### config.mk
export PLATFORM = sky130hd
export DESIGN_NAME = sdfw_frame_seq
export DESIGN_NICKNAME = d
export VERILOG_FILES = /design/src/hdl/sdfw_pkg.sv /design/src/hdl/sdfw_frame_seq.sv
export VERILOG_INCLUDE_DIRS = /design/src /design/src/hdl
export SDC_FILE = /design/constraint.sdc
export NUM_CORES = 1
export LEC_CHECK = 0
export BUFFER_PORTS_ARGS = -buffer_cell sky130_fd_sc_hd__buf_2
export CORE_MARGIN = 2
export CORE_UTILIZATION = 45
export DETAILED_ROUTE_END_ITERATION = 8
export PLACE_DENSITY = 0.61
export SLEW_MARGIN = 20
export SYNTH_ARGS = -nofsm -noshare
export SYNTH_HDL_FRONTEND = slang
export SYNTH_SLANG_ARGS = --single-unit
### constraint.sdc
create_clock -name clock -period 11.4 [get_ports clock]
set_clock_uncertainty 0.2 [all_clocks]
set_input_delay 2.28 -clock clock [delete_from_list [all_inputs] [get_ports clock]]
set_output_delay 2.28 -clock clock [all_outputs]
set_load 0.01 [all_outputs]
### src/hdl/sine_displacement_frame_warp_assert.svh
// ----------------------------------------------------------------------------
// Sine displacement frame warp assertion macros
// Short forms for the concurrent checks used by the warp modules. They
// expect signals named clock and reset in the module that uses them.
// ----------------------------------------------------------------------------
`ifndef SINE_DISPLACEMENT_FRAME_WARP_ASSERT_SVH
`define SINE_DISPLACEMENT_FRAME_WARP_ASSERT_SVH

// Same-cycle implication.
`define SDFW_ASSERT_IMPLY(label, ante, cons, msg) \
   label: assert property (@(posedge clock) disable iff (reset) (ante) |-> (cons)) \
      else $error(msg);

// Next-cycle implication.
`define SDFW_ASSERT_NEXT(label, ante, cons, msg) \
   label: assert property (@(posedge clock) disable iff (reset) (ante) |=> (cons)) \
      else $error(msg);

`endif

### src/hdl/sdfw_pkg.sv
`timescale 1ns / 1ps
// ----------------------------------------------------------------------------
// Sine displacement frame warp package
// Frame geometry, field widths, codes, word types and the ripple tables
// that are built at elaboration.
// ----------------------------------------------------------------------------
package sdfw_pkg;

   localparam int WIDTH  = 320;
   localparam int HEIGHT = 200;

   localparam int X_W        = $clog2(WIDTH);
   localparam int Y_W        = $clog2(HEIGHT);
   localparam int FRAME_SIZE = WIDTH * HEIGHT;
   localparam int ADDR_W     = $clog2(FRAME_SIZE);

   localparam int MODE_W       = 2;
   localparam int PIXEL_W      = 8;
   localparam int OUT_X_W      = 9;
   localparam int OUT_Y_W      = 8;
   localparam int PHASE_STEP_W = 8;
   localparam int GAIN_W       = 17;
   localparam int CSR_INDEX_W  = 2;
   localparam int CSR_DATA_W   = 17;

   localparam logic [GAIN_W-1:0] GAIN_MAX = {GAIN_W{1'b1}};

   localparam int ROM_W      = 5;
   localparam int GAIN_SHIFT = 16;
   localparam int DISP_W     = 6;
   localparam int PROD_W     = ROM_W + GAIN_W + 1;
   localparam int CW         = ((X_W > Y_W) ? X_W : Y_W) + 2;

   localparam int PSUM_MAX = HEIGHT - 1 + (1 << PHASE_STEP_W) - 1;
   localparam int PSUM_W   = $clog2(PSUM_MAX + 1);

   localparam logic [MODE_W-1:0] MODE_LOAD    = 2'd0;
   localparam logic [MODE_W-1:0] MODE_RENDER  = 2'd1;
   localparam logic [MODE_W-1:0] MODE_RESTART = 2'd2;

   localparam logic [CSR_INDEX_W-1:0] CSR_PHASE_STEP = 2'd0;
   localparam logic [CSR_INDEX_W-1:0] CSR_GAIN_STEP  = 2'd1;
   localparam logic [CSR_INDEX_W-1:0] CSR_GAIN_LIMIT = 2'd2;

   localparam logic [PHASE_STEP_W-1:0] PHASE_STEP_RESET = 8'd2;
   localparam logic [GAIN_W-1:0]       GAIN_STEP_RESET  = 17'd3276;
   localparam logic [GAIN_W-1:0]       GAIN_LIMIT_RESET = 17'd85196;

   typedef struct packed {
      logic [MODE_W-1:0]  mode;
      logic [PIXEL_W-1:0] pixel_in;
   } req_word_type;

   typedef struct packed {
      logic [PIXEL_W-1:0] pixel_out;
      logic [OUT_X_W-1:0] out_x;
      logic [OUT_Y_W-1:0] out_y;
      logic               last_of_frame;
   } rsp_word_type;

   typedef struct packed {
      logic [X_W-1:0]    x;
      logic [Y_W-1:0]    y;
      logic [X_W-1:0]    xx;
      logic [Y_W-1:0]    yy;
      logic [GAIN_W-1:0] gain;
      logic [ADDR_W-1:0] load_addr;
      logic              last;
   } seq_pos_type;

   // Angles are Q32 radians; PI_Q32 holds pi rounded to Q32.
   localparam logic [63:0] PI_Q32      = 64'd13493037705;
   localparam logic [63:0] TWO_PI_Q32  = 2 * PI_Q32;
   localparam logic [63:0] HALF_PI_Q32 = PI_Q32 / 2;
   localparam longint      SINE_ONE    = 64'sd1073741824;
   localparam logic [63:0] ROW_DEN     = 64'(10 * HEIGHT);
   localparam logic [63:0] COL_DEN     = 64'(10 * WIDTH);

   typedef logic signed [ROM_W-1:0] row_rom_type [HEIGHT];
   typedef logic signed [ROM_W-1:0] col_rom_type [WIDTH];
   typedef logic [X_W-1:0] shift_rom_type [HEIGHT];

   // Truncated Taylor series of the sine, scaled by ten and truncated.
   function automatic logic signed [ROM_W-1:0] ripple_sine(input logic [63:0] theta);
      logic [63:0] r;
      logic [63:0] x;
      logic [63:0] x2;
      logic [63:0] term;
      logic [63:0] v;
      longint      sum;
      logic        neg;
      r   = theta % TWO_PI_Q32;
      neg = 1'b0;
      if (r >= PI_Q32) begin
         r   = r - PI_Q32;
         neg = 1'b1;
      end
      if (r > HALF_PI_Q32) begin
         r = PI_Q32 - r;
      end
      x    = r >> 2;
      x2   = (x * x) >> 30;
      term = x;
      sum  = longint'(x);
      term = ((term * x2) >> 30) / 64'd6;
      sum  = sum - longint'(term);
      term = ((term * x2) >> 30) / 64'd20;
      sum  = sum + longint'(term);
      term = ((term * x2) >> 30) / 64'd42;
      sum  = sum - longint'(term);
      term = ((term * x2) >> 30) / 64'd72;
      sum  = sum + longint'(term);
      term = ((term * x2) >> 30) / 64'd110;
      sum  = sum - longint'(term);
      term = ((term * x2) >> 30) / 64'd156;
      sum  = sum + longint'(term);
      if (sum < 0) begin
         sum = 0;
      end
      if (sum > SINE_ONE) begin
         sum = SINE_ONE;
      end
      v = (unsigned'(sum) * 64'd10) >> 30;
      return neg ? ROM_W'(-v) : ROM_W'(v);
   endfunction

   function automatic logic [63:0] row_theta(input int unsigned i);
      return ((64'(i) * 64'd314) << 32) / ROW_DEN;
   endfunction

   function automatic logic [63:0] col_theta(input int unsigned i);
      return ((64'(i) * 64'd314) << 32) / COL_DEN;
   endfunction

   function automatic row_rom_type build_row_rom();
      row_rom_type t;
      for (int i = 0; i < HEIGHT; i++) begin
         t[i] = ripple_sine(row_theta(i));
      end
      return t;
   endfunction

   function automatic col_rom_type build_col_rom();
      col_rom_type t;
      for (int i = 0; i < WIDTH; i++) begin
         t[i] = ripple_sine(col_theta(i));
      end
      return t;
   endfunction

   // Column shift for each ripple phase, phase * WIDTH / HEIGHT.
   function automatic shift_rom_type build_shift_rom();
      shift_rom_type t;
      for (int i = 0; i < HEIGHT; i++) begin
         t[i] = X_W'((i * WIDTH) / HEIGHT);
      end
      return t;
   endfunction

   localparam row_rom_type   ROW_ROM         = build_row_rom();
   localparam col_rom_type   COL_ROM         = build_col_rom();
   localparam shift_rom_type PHASE_SHIFT_ROM = build_shift_rom();

endpackage

### src/hdl/sdfw_frame_seq.sv
`timescale 1ns / 1ps
`include "sine_displacement_frame_warp_assert.svh"
// ----------------------------------------------------------------------------
// Sine displacement frame warp sequencer
// Holds the load and render positions, the ripple phase and gain and the
// control registers, and steps the phase, its column shift and the gain at frame end.
// ----------------------------------------------------------------------------
module sdfw_frame_seq
   import sdfw_pkg::*;
(
   input  logic                   clock,
   input  logic                   reset,
   input  logic                   csr_write_en,
   input  logic [CSR_INDEX_W-1:0] csr_index,
   input  logic [CSR_DATA_W-1:0]  csr_wdata,
   input  logic                   item_accept,
   input  logic [MODE_W-1:0]      item_mode,
   output seq_pos_type            pos
);

   logic [Y_W-1:0]           phase_ff, phase_in;
   logic [X_W-1:0]           shift_ff, shift_in;
   logic [X_W-1:0]           x_ff, x_in;
   logic [Y_W-1:0]           y_ff, y_in;
   logic [GAIN_W-1:0]        gain_ff, gain_in;
   logic [ADDR_W-1:0]        load_ff, load_in;
   logic [PHASE_STEP_W-1:0]  phase_step_ff, phase_step_in;
   logic [GAIN_W-1:0]        gain_step_ff, gain_step_in;
   logic [GAIN_W-1:0]        gain_limit_ff, gain_limit_in;

   logic [PSUM_W-1:0] phase_sum;
   logic [PSUM_W-1:0] phase_once;
   logic [PSUM_W-1:0] phase_twice;
   logic [Y_W-1:0]    phase_next;
   logic [Y_W:0]      yy_sum;
   logic [X_W:0]      xx_sum;
   logic [GAIN_W:0]   gain_sum;
   logic              last;
   logic              frame_end;

   assign phase_sum   = PSUM_W'(phase_ff) + PSUM_W'(phase_step_ff);
   assign phase_once  = (phase_sum >= PSUM_W'(HEIGHT)) ? phase_sum - PSUM_W'(HEIGHT)
                                                       : phase_sum;
   assign phase_twice = (phase_once >= PSUM_W'(HEIGHT)) ? phase_once - PSUM_W'(HEIGHT)
                                                        : phase_once;
   assign phase_next  = Y_W'(phase_twice);

   assign yy_sum    = {1'b0, y_ff} + {1'b0, phase_ff};
   assign xx_sum    = {1'b0, x_ff} + {1'b0, shift_ff};
   assign gain_sum  = {1'b0, gain_ff} + {1'b0, gain_step_ff};
   assign last      = (x_ff == X_W'(WIDTH - 1)) && (y_ff == Y_W'(HEIGHT - 1));
   assign frame_end = item_accept && (item_mode == MODE_RENDER) && last;

   always_comb begin
      pos.x         = x_ff;
      pos.y         = y_ff;
      pos.yy        = (yy_sum >= (Y_W + 1)'(HEIGHT)) ? Y_W'(yy_sum - (Y_W + 1)'(HEIGHT))
                                                     : Y_W'(yy_sum);
      pos.xx        = (xx_sum >= (X_W + 1)'(WIDTH)) ? X_W'(xx_sum - (X_W + 1)'(WIDTH))
                                                    : X_W'(xx_sum);
      pos.gain      = gain_ff;
      pos.load_addr = load_ff;
      pos.last      = last;
   end

   always_comb begin
      phase_in      = phase_ff;
      shift_in      = shift_ff;
      x_in          = x_ff;
      y_in          = y_ff;
      gain_in       = gain_ff;
      load_in       = load_ff;
      phase_step_in = phase_step_ff;
      gain_step_in  = gain_step_ff;
      gain_limit_in = gain_limit_ff;

      if (csr_write_en) begin
         unique case (csr_index)
            CSR_PHASE_STEP: phase_step_in = csr_wdata[PHASE_STEP_W-1:0];
            CSR_GAIN_STEP:  gain_step_in  = csr_wdata[GAIN_W-1:0];
            CSR_GAIN_LIMIT: gain_limit_in = csr_wdata[GAIN_W-1:0];
            default: ;
         endcase
      end

      if (item_accept) begin
         unique case (item_mode)
            MODE_LOAD: begin
               load_in = (load_ff == ADDR_W'(FRAME_SIZE - 1)) ? '0 : load_ff + 1'b1;
            end
            MODE_RENDER: begin
               if (last) begin
                  x_in     = '0;
                  y_in     = '0;
                  phase_in = phase_next;
                  shift_in = PHASE_SHIFT_ROM[phase_next];
                  if (gain_ff < gain_limit_ff) begin
                     gain_in = gain_sum[GAIN_W] ? GAIN_MAX : gain_sum[GAIN_W-1:0];
                  end
               end else if (x_ff == X_W'(WIDTH - 1)) begin
                  x_in = '0;
                  y_in = y_ff + 1'b1;
               end else begin
                  x_in = x_ff + 1'b1;
               end
            end
            MODE_RESTART: begin
               gain_in = '0;
               load_in = '0;
            end
            default: ;
         endcase
      end
   end

   always_ff @(posedge clock) begin
      if (reset) begin
         phase_ff      <= '0;
         shift_ff      <= '0;
         x_ff          <= '0;
         y_ff          <= '0;
         gain_ff       <= '0;
         load_ff       <= '0;
         phase_step_ff <= PHASE_STEP_RESET;
         gain_step_ff  <= GAIN_STEP_RESET;
         gain_limit_ff <= GAIN_LIMIT_RESET;
      end else begin
         phase_ff      <= phase_in;
         shift_ff      <= shift_in;
         x_ff          <= x_in;
         y_ff          <= y_in;
         gain_ff       <= gain_in;
         load_ff       <= load_in;
         phase_step_ff <= phase_step_in;
         gain_step_ff  <= gain_step_in;
         gain_limit_ff <= gain_limit_in;
      end
   end

   `SDFW_ASSERT_NEXT(a_last_wraps, frame_end, x_ff == '0 && y_ff == '0, "scan did not wrap")
   `SDFW_ASSERT_IMPLY(a_phase_range, 1'b1, (Y_W + 1)'(phase_ff) < (Y_W + 1)'(HEIGHT), "bad phase")
   `SDFW_ASSERT_IMPLY(a_shift_tracks, 1'b1, shift_ff == PHASE_SHIFT_ROM[phase_ff], "shift off phase")

endmodule

Yosys cells after proc, flatten, opt, wreduce, memory -nomap -nowiden
Memories as Yosys holds them, arrays and structs flattened. A register that Yosys moved wholly into a read port is not among the register bits.
Index checks and enable logic that the tools add are counted.
{ "totals": {"ff_bits": 100, "rom_bits": 2304, "in_bits": 25, "output_inout_bits": 68, "elab_cells": 63, "n_memories": 1} }
{ "op_classes": {"addsub": 11, "order_cmp": 5, "eq_ne": 9, "n_mux": 14, "bitwise_logic": 1, "reduce_logical": 14} }
{ "memory_table": {"columns": ["name", "words", "word_bits", "rd", "rd_clocked_by_memory_dff", "wr", "line_no", "source"], "rows": [
  ["(name not given)", 256, 9, 1, 1, 0, "sdfw_frame_seq.sv:96", "shift_in = PHASE_SHIFT_ROM[phase_next];"]
]} }
{ "ops": {"columns": ["operator", "n"], "rows": [
  ["2-to-1 mux 17 bit", 3],
  ["2-to-1 mux 9 bit", 4],
  ["one-hot mux 17 bit (2 select lines)", 1],
  ["2-to-1 mux 8 bit", 4],
  ["one-hot mux 16 bit (2 select lines)", 1],
  [">= comparator 9 x 8 -> 1 bit (second input constant)", 3],
  ["adder 17 x 17 -> 18 bit", 1],
  ["adder 8 x 8 -> 9 bit", 2],
  ["< comparator 17 bit", 1],
  ["adder 16 x 1 -> 16 bit (second input constant)", 1],
  ["== test 16 bit (second input constant)", 1],
  ["2-to-1 mux 16 bit", 1],
  ["subtractor 8 bit (second input constant)", 2],
  ["adder 9 x 9 -> 10 bit", 1],
  [">= comparator 10 x 9 -> 1 bit (second input constant)", 1],
  ["AND reduction 2 bit", 5],
  ["adder 9 x 1 -> 9 bit (second input constant)", 1],
  ["== test 9 bit (second input constant)", 1],
  ["NOT 8 -> 9 bit", 1],
  ["subtractor 9 x 8 -> 9 bit (second input constant)", 1],
  ["subtractor 9 bit (second input constant)", 1],
  ["adder 8 x 1 -> 8 bit (second input constant)", 1],
  ["== test 8 bit (second input constant)", 1],
  ["AND reduction 3 bit", 2],
  ["other kinds (8)", 13]
]} }

Longest topological paths before layout
Gate-level depths: netlist of run 1.
{ "depth": {"depth_word": 6, "depth_mapped": 23, "mapped_depth_nobuf": 22} }

Worst setup path after synthesis of run 1
No wires, ideal clock.
{ "synth_path": {"kind": "register to output", "start": "register x_ff[1]", "end": "output pos[49] (netlist bit)", "arrival_ns": 2.897, "required_ns": 8.920, "path_slack_ns": 6.023, "path_stages_with_launch": 17, "n_path_buf": 0, "cell_sequence": "dfxtp_1 > ha_1 > a21o_1 > a21oi_1 > o21bai_1 > a21oi_1 > o21bai_1 > a21oi_1 > xnor2_1 > ha_1 > nand2_1 > or4_1 > o31ai_1 > nand2_1 > nand2_1 > nand2_1 > o21ai_0"} }
{ "synth_lines": {"columns": ["item", "line_no", "source"], "rows": [
  ["start: declaration", "sdfw_frame_seq.sv:23", "logic [X_W-1:0] x_ff, x_in;"],
  ["start signal: assignment", "sdfw_frame_seq.sv:130", "x_ff <= x_in;"],
  ["end: declaration", "sdfw_frame_seq.sv:18", "output seq_pos_type pos"]
]} }

==> metrics.md, run 1 <==
| Metric | Value |
|---|---|
| Hold path endpoint | `gain_limit_ff[4]` |
| Status | `complete, but fails checks` |
| Reg2reg end | `shift_ff[2]` |
| Sequential Power Share | `0.476` |
| Area Overhead vs Synth | `10.8%` |
| Antenna cells | `0` |
| Die area | `between 0.015 and 0.02 mm2` |
| Antenna violations before repair | `0` |
| PwrDens | `89.9 mW/mm2` |
| Clock share of power | `0.374` |
| Vias in the first global route | `7065` |
| Internal power | `~600 uW` |
| Global route overflow | `0` |
| CTS tree | `built` |
| R2r setup slk | `5530 ps` |
| Vias | `7917` |
| Total core area | `0.0181 mm2` |
| Pleak | `about 4.1 nW` |
| Hold path start | `gain_limit_ff[4]` |
| RD Place Congestion | `about 0.94` |
| CP Max Fanout | `6` |
| Synthesized net count | `1161` |
| Critical Path RT | `8920 ps` |
| RSZ-0062 raised after global routing | `no` |
| Pins Over Slew Limit | `0` |
| CTS resizes | `0` |
| Via/cell ratio | `5.83` |
| Sequential area share after synthesis | `0.262` |
| IO Pins | `93` |
| DRT Wirelength | `roughly 23 mm` |
| Endpoints failing setup | `0` |
| Switching share of power | `0.279` |
| DRC violations left | `9` |
| # clock sinks | `109` |
| Failing checks | `DRC` |
| RR Startpoint | `phase_ff[0]` |
| Cell variety after synth | `roughly 90` |
| H-tree depth | `3` |
| Comb pwr share | `0.150` |
| ANT nets after route | `0` |
| Worst Path Arrival | `3660 ps` |
| Die width | `~140 um` |
| Final hold violations | `0` |
| Routed wire length per instance | `16.7 um` |
| Critical Path Sink Type | `output pin` |
| Worst rel slew slack | `0.290` |
| CP max stage delay | `440 ps` |
| Post-synthesis cell count | `between 1k and 1.5k` |
| Final min period | `6140 ps` |
| Number of synthesized flops with an enable pin | `0` |
| Post-synth ARST share | `0` |
| Clock Tree Buf Depth | `2` |
| Root Buffer | `clkbuf_16` |
| Max Clk Rate | `approximately 160 MHz` |
| Gr usage total | `0.227` |
| Final Power | `830 uW` |
| DR iter-0 viols | `690` |
| Area of the mapped netlist | `0.00833 mm2` |
| Crit path top cell by count | `nand2_1` |
| Largest net degree at the start of global routing | `82` |
| Fraction of layout cells with a size suffix above 1 | `0.133` |
| Filler Cell Count | `about 1.8k` |
| Setup bufs post-CTS | `0` |
| Yosys reg bits | `109` |
| First-pass GRT wire length | `roughly 37 mm` |
| Clk_lat worst skew | `360 ps` |
| Synth Flop Type | `dfxtp_1` |
| Syn Area/Cell | `7.85 um2` |
| Sequential cell area | `roughly 0.0022 mm2` |
| Area of the multi-input gates | `roughly 0.0057 mm2` |
| TritonCTS Buffers | `9` |
| Final hold slack | `257 ps` |
| Worst reg2reg path depth | `21` |
| TritonRoute pass-1 iters | `9` |
| Synth warn | `0` |
| Post-CTS Hold Buffers | `0` |
| MaxCap Viol Count | `0` |
| Worst setup SP type | `flip-flop` |
| Crit-path slowest cell | `dfxtp_1` |
| Hold WC Path Type | `reg -> reg` |
| Die height | `140 um` |
| Critical path class | `reg -> out` |
| Clk slew on worst S/H paths | `70 ps` |
| Peak supply drop | `59.6 uV` |
| Initial Util | `0.461` |
| Net switching power | `between 200 and 250 uW` |
| PortBufs | `92` |
| Final setup TNS | `0 ps` |
| FP Rows | `49` |
| Cells along the critical path | `ha_1 -> a21o_1 -> a21oi_1 -> o21bai_1 -> a21oi_1 -> o21bai_1 -> a21oi_1 -> xnor2_1 -> ha_1 -> nand2_1 -> or4_1 -> o31ai_1 -> nand2_1 -> nand2_1 -> nand2_1 -> o21ai_0 -> buf_2` |
| Worst-Margin Slew | `1060 ps` |
| Hpwl dp | `16.9 mm` |
| # nets final | `1224` |
| WHS Path Cells | `2` |
| Final cycle utilization of the critical path | `0.539` |
-- cell type report --
| cell class | count | share of cell area |
|---|---|---|
| Inverter | 63 | 0.0256 |
| Sequential cell | 109 | 0.236 |
| Tap cell | 229 | 0.0310 |
| Timing Repair Buffer | 100 | 0.0564 |
| Clock buffer | 12 | 0.0278 |
| Multi-Input combinational cell | 841 | 0.620 |
| Clock inverter | 4 | 0.00325 |
-- worst max path at each step --
stage	from	end	slack, ps	depth (start not counted)
detailed placement	phase_ff[0]	shift_ff[3]	5620	20
global placement	x_ff[1]	pos[49]	5750	17
CTS	x_ff[1]	pos[48]	5270	16
finish	x_ff[1]	pos[49]	5260	17
floorplan	x_ff[1]	pos[49]	6020	16
global route	x_ff[1]	pos[49]	4910	17
-- synthesized netlist by cell type (all sizes together), types with 12 or more instances --
cell | instances | area, um2
nand2 | 144 | 541
dfxtp | 109 | 2180
nor2 | 107 | 412
a21oi | 81 | 432
ha | 71 | 888
inv | 63 | 236
o21ai | 38 | 194
clkbuf | 34 | 128
xor2 | 31 | 272
nand3 | 30 | 150
xnor2 | 30 | 282
a21o | 21 | 158
nor3 | 21 | 110
mux2i | 20 | 204
a31oi | 17 | 121
a221o | 15 | 150
buf | 14 | 82.6
a211oi | 13 | 97.6
a211o | 12 | 105
and3 | 12 | 75.1
-- stage by stage --
stage	util	instance area [um2]	std cells	worst slack [ps]
2_1_floorplan	-	8330	1061	6020
3_3_place_gp	0.495	8950	1342	5750
3_5_place_dp	0.495	8950	1342	5620
4_1_cts	0.511	9230	1358	5270
5_1_grt	0.511	9230	1358	4910
6_report	0.511	9230	1358	5260
-- cell usage in the layout, fill, tap and decap left out, types with 5 or more instances in the layout --
cell and count:
nand2b_1 5, nand4_1 7, a211oi_1 13, o211ai_1 7, mux2i_1 19, xnor2_1 28, buf_2 92, ha_1 71
nand2_1 144, a22oi_1 6, a21oi_1 77, o2111ai_1 5, buf_4 8, a221o_1 15, nand3b_1 10, nor3b_1 5
o21ai_0 36, and3_1 12, a211o_1 12, nor3_1 20, a21o_1 21, a31oi_1 16, or3_1 6, a311oi_1 7
nand3_1 30, o21a_1 7, and4_1 5, clkbuf_16 9, nor2b_1 7, and2_1 6, mux2_2 6, dfxtp_1 109
o311ai_0 5, nor2_1 105, o21bai_1 10, xor2_1 31, inv_1 63
-- sequential cells by signal, summed over array words and instances, names as in the netlist --
signal,flops
gain_step_ff,17
y_ff,8
x_ff,9
load_ff,16
phase_ff,8
phase_step_ff,8
shift_ff,9
gain_ff,17
gain_limit_ff,17
-- worst max-delay path, delay by kind of cell (launching register included) --
kind | cells | cell delay (ps)
compound gates | 8 | 1300
simple gates | 5 | 700
flops | 1 | 440
fa+ha+maj | 2 | 480
buf+inv | 1 | 160
xor+xnor | 1 | 210
-- cells by family after synthesis --
group | after synthesis | synth area share
and+or+nand+nor | 382 | 0.213
AOI/OAI and AO/OA | 295 | 0.253
buffers and inverters | 111 | 0.0536
DFF | 109 | 0.262
adders and majority gates | 76 | 0.117
xor gates and xnor gates | 61 | 0.0664
muxes | 27 | 0.0344
-- power by group through the flow --
stage	clock network (mW)	logic, mW	registers [mW]
CTS	0.316	0.123	0.395
global placement	0	0.123	0.404
detailed placement	0	0.122	0.404
finish	0.310	0.124	0.395
floorplan	0	0.0895	0.404
global route	0.332	0.139	0.396
-- layer usage --
metal,vias up,track usage,wire length (um)
met1,3714,0.326,11000
met5,-,0,0
met2,221,0.367,10400
met3,18,0.0321,1060
li1,3964,-,-
met4,0,0.0463,228
Note: power is estimated with default switching activity, not from simulation.
==> run 2: changes to the inputs <==
--- a/config.mk
+++ b/config.mk
@@ -6,6 +6,7 @@
 export SDC_FILE = /design/constraint.sdc
 export NUM_CORES = 1
 export LEC_CHECK = 0
+export ABC_AREA = 1
 export BUFFER_PORTS_ARGS = -buffer_cell sky130_fd_sc_hd__buf_2
 export CORE_MARGIN = 2
 export CORE_UTILIZATION = 45
==> constraint.sdc (replaced) <==
create_clock -name clock -period 5.8 [get_ports clock]
set_clock_uncertainty 0.2 [all_clocks]
set_input_delay 1.16 -clock clock [delete_from_list [all_inputs] [get_ports clock]]
set_output_delay 1.16 -clock clock [all_outputs]
set_load 0.01 [all_outputs]
==> run 2 against run 1 <==
Compared with the run above:
- the run now ends clean
- via count is 3.6% higher
- register-to-register slack worse by 4100 ps
- worst setup slack worse by 4300 ps
- total power is 100% higher
- critical path depth is 4 lower
- largest power group unchanged
==> metrics.md, run 2 <==
| Metric | Value |
|---|---|
| Non-filler cells, final | `1582 (+16%)` |
| TritonRoute pass-1 iters | `7 (-2)` |
| Die width | `140 um (-0.25%)` |
| ANT nets after route | `0 (unchanged)` |
| Switching share of power | `0.307 (+0.0276)` |
| Final setup TNS | `0 ps (unchanged)` |
| Post-synth ARST share | `0 (unchanged)` |
| Commonest non-fill, non-tap cell in the layout | `nand2_1` |
| Clock Tree Buf Depth | `2 (unchanged)` |
| Most frequent cells in the layout | `nand2_1 (311), inv_1 (151), nor2_1 (125)` |
| Vias in the first global route | `7677 (+8.7%)` |
| Critical Path RT | `4440 ps (-4480 ps)` |
| Die height | `140 um (-0.25%)` |
| Cell variety after synth | `55 (-38%)` |
| Clk_lat worst skew | `360 ps (about the same)` |
| CP Max Fanout | `4 (-2)` |
| Synth Flop Type | `dfxtp_1` |
| Synth warn | `0 (unchanged)` |
| Via/cell ratio | `5.18 (-11%)` |
| Net switching power | `516 uW (+120%)` |
| Fraction of layout cells with a size suffix above 1 | `0.128 (-0.00500)` |
| PwrDens | `182 mW/mm2 (+100%)` |
| Global route overflow | `0 (unchanged)` |
| R2r setup slk | `1460 ps (-4070 ps)` |
| Area of the mapped netlist | `0.00829 mm2 (-0.51%)` |
| Top-count cell post-synth | `nand2_1` |
| Share of the synthesized area in the top cell type | `0.263 (+0.00134)` |
| DRC violations left | `0 (-9)` |
| DR iter-0 viols | `329 (-52%)` |
| Antenna violations before repair | `0 (unchanged)` |
| Peak supply drop | `155 uV (+160%)` |
| Critical Path Sink Type | `output pin` |
| Setup bufs post-CTS | `0 (unchanged)` |
| CTS resizes | `0 (unchanged)` |
| Final cycle utilization of the critical path | `0.827` |
| Root Buffer | `clkbuf_16` |
| MaxCap Viol Count | `0 (unchanged)` |
| Sequential area share after synthesis | `0.263 (+0.00134)` |
| Placed insts | `1566 (+17%)` |
| Critical path class | `reg -> out` |
| Total core area | `0.0180 mm2 (-0.34%)` |
| Clock share of power | `0.359 (-0.015)` |
| Number of synthesized flops with an enable pin | `0 (unchanged)` |
| Worst rel slew slack | `0.353 (+0.0623)` |
| Synth top cells by count | `nand2_1 (311), inv_1 (151), nor2_1 (125), nand3_1 (115), dfxtp_1 (109)` |
| First-pass GRT wire length | `37.2 mm (+0.92%)` |
| Sequential Power Share | `0.464 (-0.012)` |
| H-tree depth | `3 (unchanged)` |
| # clock sinks | `109 (unchanged)` |
| Vias | `8199 (+3.6%)` |
| Pleak | `4.68 nW (+13%)` |
| TritonCTS Buffers | `9 (unchanged)` |
| RSZ-0062 raised after global routing | `no` |
| Worst Path Arrival | `3440 ps (-220 ps)` |
| Largest net degree at the start of global routing | `51 (-38%)` |
| Final Util | `0.512 (+0.00153)` |
| Final hold slack | `252 ps (-5.08 ps)` |
| Max Clk Rate | `208 MHz` |
| PortBufs | `92 (unchanged)` |
| Syn Area/Cell | `6.55 um2 (-17%)` |
| IO Pins | `93 (unchanged)` |
| Synthesized net count | `1365 (+18%)` |
| Largest regs | `gain_ff: 17 flops, gain_limit_ff: 17 flops, gain_step_ff: 17 flops` |
| Clk slew on worst S/H paths | `70 ps (about the same)` |
| Post-synthesis cell count | `1265 (+19%)` |
| FP Rows | `49 (unchanged)` |
| DRT Wirelength | `22.1 mm (-2.6%)` |
| Synth top area cells | `dfxtp_1 (26%), nand2_1 (14%), ha_1 (11%)` |
| Post-CTS Hold Buffers | `0 (unchanged)` |
| Initial Util | `0.460 (-0.000793)` |
| Yosys top cell by area | `dfxtp_1` |
| Worst setup SP type | `flip-flop` |
| Final hold violations | `0 (unchanged)` |
| Status | `finished clean` |
| # nets final | `1448 (+18%)` |
| Hpwl dp | `16.8 mm (-0.15%)` |
| Final min period | `4800 ps` |
| Routed wire length per instance | `13.9 um (-16%)` |
| RD Place Congestion | `0.885 (-5.6%)` |
| Comb pwr share | `0.177 (+0.027)` |
| Pins Over Slew Limit | `0 (unchanged)` |
| Gr usage total | `0.228 (+0.000763)` |
| Endpoints failing setup | `0 (unchanged)` |
| Internal power | `1.17 mW (+95%)` |
| Area Overhead vs Synth | `11.3%` |
| Hold WC Path Type | `reg -> reg` |
| CTS tree | `built` |
| Worst-Margin Slew | `969 ps (-95.4 ps)` |
| Antenna cells | `0 (unchanged)` |
| Yosys reg bits | `109 (unchanged)` |
| Die area | `0.0195 mm2 (-0.50%)` |
run 2: cell count changes in the layout (fill, tap and decap cells not counted), moves of 18 or more:
cell / before / now
nand2_1: 144 / 311
inv_1: 63 / 151
nand3_1: 30 / 115
o21ai_0: 36 / 76
nor2_1: 105 / 125
xnor2_1: 28 / 8
a21o_1: 21 / 3
mux2i_1: 19 / 1
run 2: layout make-up:
cell class,count,area [um2]
well taps,229,287
clock buffers,9,225
fillers,1884,8790
inverters,169,634
flip-flops and latches,109,2180
clock inverters,7,57.6
multi-input cells,959,5320
repair buffers,100,520
run 2: cells by family (layout without fill, tap and decap cells):
logic type | after synthesis | after routing | synth area share
compound gates | 217 | 217 | 0.148
flops | 109 | 109 | 0.263
fa+ha+maj | 75 | 75 | 0.117
simple gates | 633 | 633 | 0.340
xor+xnor | 33 | 33 | 0.0349
buf+inv | 197 | 285 | 0.0958
mux | 1 | 1 | 0.00121
run 2: path summary, 6_finish.rpt:
path                                  startpoint                to  depth (start not counted)
worst min register to register  gain_limit_ff[0]  gain_limit_ff[0]                          2
worst max-delay path                     y_ff[0]           pos[40]                         13
worst min-delay path            gain_limit_ff[0]  gain_limit_ff[0]                          2
worst max register to register       phase_ff[0]       shift_ff[3]                         25
run 2: critical path, stage by stage (launching register included):
cell     delay (ps)
dfxtp_1         380
ha_1            160
inv_1            50
fa_1            400
o21ai_0         310
a21oi_1         100
o21ai_0         260
xnor2_1         170
a21oi_1         220
a21oi_1          60
o21ai_0         430
o21ai_0         210
xor2_1          180
buf_2           150
run 2: metrics by stage:
step | total power [mW] | cell area, um2 | setup WS [ps]
floorplan | 1.02 | 8290 | 1690
global placement | 1.09 | 8950 | 1480
detailed placement | 1.09 | 8950 | 1380
CTS | 1.70 | 9230 | 989
global route | 1.77 | 9230 | 671
finish | 1.68 | 9230 | 1000
run 2: layer usage:
metal | wire [um] | up-vias | GRT usage | share of wire
met1 | 10300 | 3704 | 0.300 | 0.47
met4 | 233 | 0 | 0.0589 | 0.011
met2 | 10600 | 154 | 0.402 | 0.48
met5 | 0 | - | 0 | 0
met3 | 861 | 15 | 0.0213 | 0.039
li1 | - | 4326 | - | -
run 2: power groups by stage:
stage,registers (mW),clock network (mW),logic [mW]
3_5_place_dp,0.799,0,0.295
6_report,0.782,0.603,0.298
3_3_place_gp,0.799,0,0.295
4_1_cts,0.782,0.621,0.297
2_1_floorplan,0.798,0,0.224
5_1_grt,0.784,0.648,0.341
